--- config.mk ---
export PLATFORM = sky130hd
export DESIGN_NAME = wss_reflect
export DESIGN_NICKNAME = d
export VERILOG_FILES = /design/src/design/waveguide_string_synth_top_assert.svh /design/src/design/wss_pkg.sv /design/src/design/wss_reflect.sv
export SDC_FILE = /design/constraint.sdc
export NUM_CORES = 2
export LEC_CHECK = 0
export ABC_AREA = 0
export BUFFER_PORTS_ARGS = -buffer_cell sky130_fd_sc_hd__buf_2
export CAP_MARGIN = 20
export CORE_MARGIN = 10
export CORE_UTILIZATION = 60
export DETAILED_ROUTE_END_ITERATION = 10
export PLACE_DENSITY = 0.73
export SKIP_CTS_REPAIR_TIMING = 1
export SLEW_MARGIN = 40
export SYNTH_ARGS = -nofsm -noshare
export SYNTH_HDL_FRONTEND = slang
export SYNTH_SLANG_ARGS = --single-unit
--- constraint.sdc ---
create_clock -name clk_i -period 9.2 [get_ports clk_i]
set_input_delay 1.84 -clock clk_i [delete_from_list [all_inputs] [get_ports clk_i]]
set_output_delay 1.84 -clock clk_i [all_outputs]
set_load 0.02 [all_outputs]
--- src/design/waveguide_string_synth_top_assert.svh ---
// Assertion macros for the waveguide string synth.
// Expects clk_i and rst_ni in the scope where the macros are used.
`ifndef WAVEGUIDE_STRING_SYNTH_TOP_ASSERT_SVH
`define WAVEGUIDE_STRING_SYNTH_TOP_ASSERT_SVH

// Consequent must hold in the same cycle as the antecedent.
`define WSS_ASSERT_NOW(lbl, ante, cons, msg) \
  lbl: assert property (@(posedge clk_i) disable iff (!rst_ni) (ante) |-> (cons)) \
    else $error(msg);

// Consequent must hold in the cycle after the antecedent.
`define WSS_ASSERT_NEXT(lbl, ante, cons, msg) \
  lbl: assert property (@(posedge clk_i) disable iff (!rst_ni) (ante) |=> (cons)) \
    else $error(msg);

`endif

--- src/design/wss_pkg.sv ---
// Shared constants, types and the Q2.14 shift-and-saturate helper
// for the waveguide string synth. No dependencies.
`timescale 1ns / 1ps

package wss_pkg;

  // delay line length, range 4..32
  localparam int LINE_LENGTH = 20;
  localparam int TAG_W       = $clog2(LINE_LENGTH);
  localparam int LOAD_IDX_W  = 5;
  localparam int CMP_W       = (TAG_W > LOAD_IDX_W) ? TAG_W : LOAD_IDX_W;
  localparam int MID_CELL    = LINE_LENGTH / 2;

  localparam int SAMPLE_W = 16;
  localparam int GAIN_W   = 15;
  localparam int CFG_IDX_W  = 2;
  localparam int CFG_DATA_W = 16;

  // register indexes
  localparam logic [CFG_IDX_W-1:0] REG_NEAR_GAIN = 2'd0;
  localparam logic [CFG_IDX_W-1:0] REG_FAR_GAIN  = 2'd1;
  localparam logic [CFG_IDX_W-1:0] REG_OUT_GAIN  = 2'd2;

  // input item kinds and line codes
  localparam logic KIND_LOAD  = 1'b0;
  localparam logic KIND_TICK  = 1'b1;
  localparam logic LINE_LEFT  = 1'b0;
  localparam logic LINE_RIGHT = 1'b1;

  localparam logic signed [SAMPLE_W-1:0] NEAR_GAIN_RST = -16'sd14746;
  localparam logic signed [SAMPLE_W-1:0] FAR_GAIN_RST  = -16'sd1622;
  localparam logic [GAIN_W-1:0]          OUT_GAIN_RST  = 15'd8000;

  typedef logic [TAG_W-1:0]           tag_t;
  typedef logic signed [SAMPLE_W-1:0] sample_t;

  // one cell of the row: an entry of each rail plus its physical index
  typedef struct packed {
    sample_t lval;
    tag_t    ltag;
    sample_t rval;
    tag_t    rtag;
    logic    pend;   // entry waits for the reflection result
  } cell_t;

  typedef struct packed {
    logic tail;
    tag_t ltag;
    tag_t rtag;
  } cell_init_t;

  typedef struct packed {
    logic             tick;
    logic             load_left;
    logic             load_right;
    logic [CMP_W-1:0] load_idx;
    sample_t          load_value;
    sample_t          fin_left;
    sample_t          fin_right;
  } cell_ctl_t;

  // arithmetic shift right by 14, then clamp to 16-bit signed
  function automatic sample_t shift_sat(input logic signed [32:0] v);
    logic signed [18:0] q;
    begin
      q = $signed(v[32:14]);
      if (q > 19'sd32767) begin
        shift_sat = 16'sh7FFF;
      end else if (q < -19'sd32768) begin
        shift_sat = 16'sh8000;
      end else begin
        shift_sat = q[15:0];
      end
    end
  endfunction

endpackage

--- src/design/wss_reflect.sv ---
// Two-tap reflection filters for both rails: products registered,
// then sum, round and saturate. Depends on wss_pkg.
`timescale 1ns / 1ps

module wss_reflect (
  input  logic             clk_i,
  input  logic             tick_i,
  input  wss_pkg::sample_t near_gain_i,
  input  wss_pkg::sample_t far_gain_i,
  input  wss_pkg::sample_t left_cur_i,
  input  wss_pkg::sample_t left_nbr_i,
  input  wss_pkg::sample_t right_cur_i,
  input  wss_pkg::sample_t right_nbr_i,
  output wss_pkg::sample_t to_left_o,
  output wss_pkg::sample_t to_right_o
);
  import wss_pkg::*;

  logic signed [31:0] p_ln_q, p_lf_q, p_rn_q, p_rf_q;
  logic signed [32:0] sum_l, sum_r;

  always_ff @(posedge clk_i) begin
    if (tick_i) begin
      p_ln_q <= near_gain_i * left_cur_i;
      p_lf_q <= far_gain_i  * left_nbr_i;
      p_rn_q <= near_gain_i * right_cur_i;
      p_rf_q <= far_gain_i  * right_nbr_i;
    end
  end

  // round half up: add 2^13 before the floor shift
  assign sum_l = {p_ln_q[31], p_ln_q} + {p_lf_q[31], p_lf_q} + 33'sd8192;
  assign sum_r = {p_rn_q[31], p_rn_q} + {p_rf_q[31], p_rf_q} + 33'sd8192;

  // each rail's reflection lands in the opposite rail
  assign to_right_o = shift_sat(sum_l);
  assign to_left_o  = shift_sat(sum_r);

endmodule

---- Word level (Yosys, flattened, before mapping) ----
Index checks and enable logic that the tools add are counted.
operators by class
  multiply operators ...................... 4
  multiplexer cells ....................... 4
  $add $sub $neg .......................... 4
  magnitude comparators ................... 4
operators with widths
  operator                  number
  $mul A16 B16 Y32          4
  $add A32 B32 Y33          2
  $add A33 B14 Y33 const B  2
  $mux W16                  4
  $gt A19 B16 Y1 const B    2
  $lt A19 B16 Y1 const B    2
word-level totals
  logic and storage cells ................. 20
  output and inout port bits .............. 32
  bits of input ports ..................... 98
  register bits after elaboration ......... 128

---- Logic depth before layout (Yosys ltp) ----
  depth in word-level cells ............... 5
  depth in mapped cells ................... 25
  gate-level depth less buffers ........... 23

---- Worst setup path after synthesis ----
OpenSTA, ideal clock, no wires.
  path kind ............................... in2reg
  from .................................... input near_gain_i[15]
  to ...................................... register p_ln_q[31], data pin
  required time ........................... 8,940 ps
  arrival time ............................ 7,601 ps
  cell stages on the path ................. 22
  setup time .............................. 260 ps
  buffers on the path ..................... 1
  slack ................................... 1,339 ps
  path through ............................ clkbuf_1 -> nand2_1 -> inv_1 -> fa_1 -> fa_1 -> inv_1 -> fa_1 -> inv_1 -> fa_1 -> fa_1 -> inv_1 -> fa_1 -> inv_1 -> ha_1 -> nand3_1 -> nor2_1 -> a211o_1 -> a221o_1 -> a2111oi_0 -> o21bai_1 -> a21oi_1 -> xnor2_1
on the way
  word-level cells in the longest chain between the ends .. 1
RTL lines
  what                  RTL line           source
  start, declared       wss_reflect.sv:8   input wss_pkg::sample_t near_gain_i,
  $mul A16 B16 Y32      wss_reflect.sv:24  p_ln_q <= near_gain_i * left_cur_i;
  end signal, assigned  wss_reflect.sv:24
  end, declared         wss_reflect.sv:19  logic signed [31:0] p_ln_q, p_lf_q, p_rn_q, p_rf_q;
Every way passes these cells.
A chain may end at the register's enable or synchronous reset.

---- Worst setup path after layout ----
  from .................................... input far_gain_i[15]
  to ...................................... register p_lf_q[31], data pin
on the way
  word-level cells in the longest chain between the ends .. 1
RTL lines
  what                  RTL line           source
  start, declared       wss_reflect.sv:9   input wss_pkg::sample_t far_gain_i,
  $mul A16 B16 Y32      wss_reflect.sv:25  p_lf_q <= far_gain_i * left_nbr_i;
  end signal, assigned  wss_reflect.sv:25
  end, declared         wss_reflect.sv:19
Every way passes these cells.

==> run_results.csv <==
group,metric,value,unit
status,outcome,"finished, final reports clean",
worst_hold_path,hold_path_startpoint,"left_nbr_i[0]",
timing,final-setup-viol-count,0,
yosys,ys.flop_type,"edfxtp_1",
yosys,async_flop_share,0,
grt,grt_pass1_vias,36100,
clock_tree,clk_pin_slew,60,ps
yosys,yosysUniqueCellTypes,76,
clock_tree,cts_buffer_depth,2,
die,die_y,298,um
clock_tree,cts_tree,"done",
die,num_rows,101,
yosys,yosysWarnings,0,
drt,routed_wirelength,104000,um
clock_tree,clkSinkCount,128,
yosys,syn_inst,4867,
timing,finalCritPeriodShare,0.890,
worst_hold_path,min_delay_path_depth,2,
timing,fmax,122,MHz
die,io_pins,130,
drt,drc,0,
worst_hold_path,hold-path-endpoint,"p_lf_q[0]",
timing,timing.final.crit_period,8190,ps
worst_setup_path,cp_cell_sequence,"buf_2 -> nand2_1 -> inv_1 -> fa_1 -> fa_1 -> fa_1 -> fa_1 -> fa_1 -> inv_1 -> fa_1 -> inv_1 -> ha_1 -> nand4_1 -> nor3_1 -> a221oi_1 -> o21ai_0 -> a31oi_1 -> o21ai_0 -> o41ai_1 -> xnor2_1",
die,dieArea,88700,sq um
worst_setup_path,crit_buf_inv,4,
yosys,seq_area_frac_synth,0.0830,
drt,ant_nets,0,
worst_setup_path,crit_top_cell,"fa_1",
clock_tree,cts_root_buffer,"clkbuf_16",
worst_hold_path,holdCritPathClass,"input pin to flop",
clock_tree,htreeDepth,4,
finish,fill_cells,6371,
worst_setup_path,crit_arrival,8340,ps
worst_setup_path,path_class,"input pin to flop",
timing,finalSetupTns,0,ps
yosys,synth_seq_cells,128,
yosys,avgSynthCellArea,9.51,sq um
timing,tightestPinTransition,859,ps
yosys,synth_top_cell_area_share,0.453,
timing,final_critical_path_setup_slack,1010,ps
placed_design,place_ws,641,ps
yosys,synth_top_area_cell,"fa_1",
grt,grt_use_total,0.247,
yosys,synth_edf_count,128,
timing,fin_hold_ws,1960,ps
timing,rsz0062_at_grt,"no",
yosys,synth_area,46300,sq um
worst_setup_path,worstPathMaxFanout,32,
placed_design,port-buffer-count,129,
placed_design,hpwl,84200,um
drt,drt-wirelength-per-cell,17.7,um
clock_tree,cts_made_buffers,17,
flow_run,drv_cap,0,
drt,via_per_inst,5.46,
drt,first_pass_iters,5,
die,core_area,76200,sq um
grt,grt_overflow,0,
placed_design,gp_congestion,0.873,
yosys,synthTopCellsByArea,"fa_1 (45%), ha_1 (12%), inv_1 (9.7%)",
finish,syn2layout_area_growth,4.30,%
drt,first_iter_violations,1874,
worst_setup_path,crit_required,9350,ps
timing,maxSlewViolCount,0,
grt,grt_pass1_wl,179000,um
die,die_x,298,um
worst_setup_path,slowest_delay,970,ps
worst_setup_path,cp_slowest_cell,"fa_1",
die,floorplan.initialDensity,0.607,
worst_setup_path,cp-start-kind,"input pin",
finish,drive_above_1_share,0.0411,
grt,antenna_found_initial,5,
yosys,synth_nets,6463,
worst_setup_path,cp_top_family,"adder cells",
grt,grt_max_degree,75,
finish,nets,6456,
timing,hold_viol_final,0,
worst_setup_path,worstSetupEndpointType,"flop",
timing,max_slew_margin,0.428,
drt,dr_total_vias,32200,
==> registers in the layout (all words and copies together) (netlist names) <==
| register | flops |
|---|---|
| p_lf_q | 32 |
| p_ln_q | 32 |
| p_rf_q | 32 |
| p_rn_q | 32 |
==> synthesized netlist by cell type, types with 8 or more instances <==
master and n:
nand4_1 13, o31ai_1 8, xnor2_1 121, o21a_1 19
nand2b_1 30, o21bai_1 30, inv_1 1198, o21ai_0 73
nand3_1 25, nor2_1 118, a21o_1 55, and2_1 497
o21ai_2 10, a31oi_1 18, nor3_1 16, and3_1 13
a211oi_1 10, nor2b_1 15, o21ai_1 9, nand2_1 523
a21oi_1 122, edfxtp_1 128, fa_1 1048, ha_1 450
xor2_1 48, clkbuf_1 166, or3_1 9
==> layout by cell type, fill, tap and decap left out, types with 14 or more instances in the layout <==
cell type | netlist | routed
o21ai_0 | 73 | 73
a31oi_1 | 18 | 18
nor2_1 | 118 | 118
o21bai_1 | 30 | 30
fa_1 | 1048 | 1048
nor3_1 | 16 | 16
buf_2 | 0 | 128
and2_1 | 497 | 497
clkbuf_16 | 0 | 17
xnor2_1 | 121 | 121
nand2b_1 | 30 | 30
inv_1 | 1198 | 1198
ha_1 | 450 | 450
o21a_1 | 19 | 19
edfxtp_1 | 128 | 128
a21o_1 | 55 | 55
a21oi_1 | 122 | 122
nand2_1 | 523 | 523
nand3_1 | 25 | 25
nor2b_1 | 15 | 15
xor2_1 | 48 | 48
buf_4 | 0 | 14
==> final cells by class <==
type / instances / area [sq um] / share of cell area
diodes: 3 / 7.51 / 0.000155
clock buffers: 17 / 425 / 0.00881
clock inverters: 12 / 170 / 0.00352
inverters: 1198 / 4500 / 0.0931
multi-input cells: 3372 / 37300 / 0.772
flip-flops and latches: 128 / 3840 / 0.0796
well taps: 1030 / 1290 / 0.0267
repair buffers: 143 / 757 / 0.0157
==> kinds of logic after synthesis <==
group	after synthesis	share of synthesized area
AND/OR/NAND/NOR	1279	0.138
multiplexers	2	0.000433
AO/OA/AOI/OAI	423	0.0601
flip-flops	128	0.0830
adder cells (fa/ha/maj)	1498	0.575
XOR/XNOR	170	0.0323
buffers and inverters	1367	0.111
==> worst max path at each step <==
stage,to,from,depth (start not counted)
after floorplan,p_ln_q[31],near_gain_i[15],22
after CTS,p_lf_q[31],far_gain_i[15],20
after global placement,p_ln_q[31],near_gain_i[6],23
final,p_lf_q[31],far_gain_i[15],20
after detailed placement,p_lf_q[31],far_gain_i[15],20
after global routing,p_lf_q[31],far_gain_i[15],20
==> routing by layer <==
| layer | up-vias | routed length (um) | GRT usage |
|---|---|---|---|
| li1 | 14600 | - | - |
| met1 | 16500 | 40500 | 0.305 |
| met3 | 211 | 7010 | 0.0415 |
| met2 | 983 | 53800 | 0.442 |
| met5 | - | 27 | 0 |
| met4 | 4 | 2870 | 0.0651 |
==> per-stage QoR <==
| stage | instance area (sq um) | util | instances |
|---|---|---|---|
| final | 48300 | 0.634 | 5903 |
| after global routing | 48300 | 0.633 | 5901 |
| after CTS | 48300 | 0.633 | 5900 |
| after detailed placement | 47700 | 0.626 | 5871 |
| after global placement | 47700 | 0.626 | 5871 |
| after floorplan | 46300 | - | 4867 |
Power is left out: the tool's default activity adds up to more than one toggle a clock period on the data nets, which glitch-free logic cannot reach.
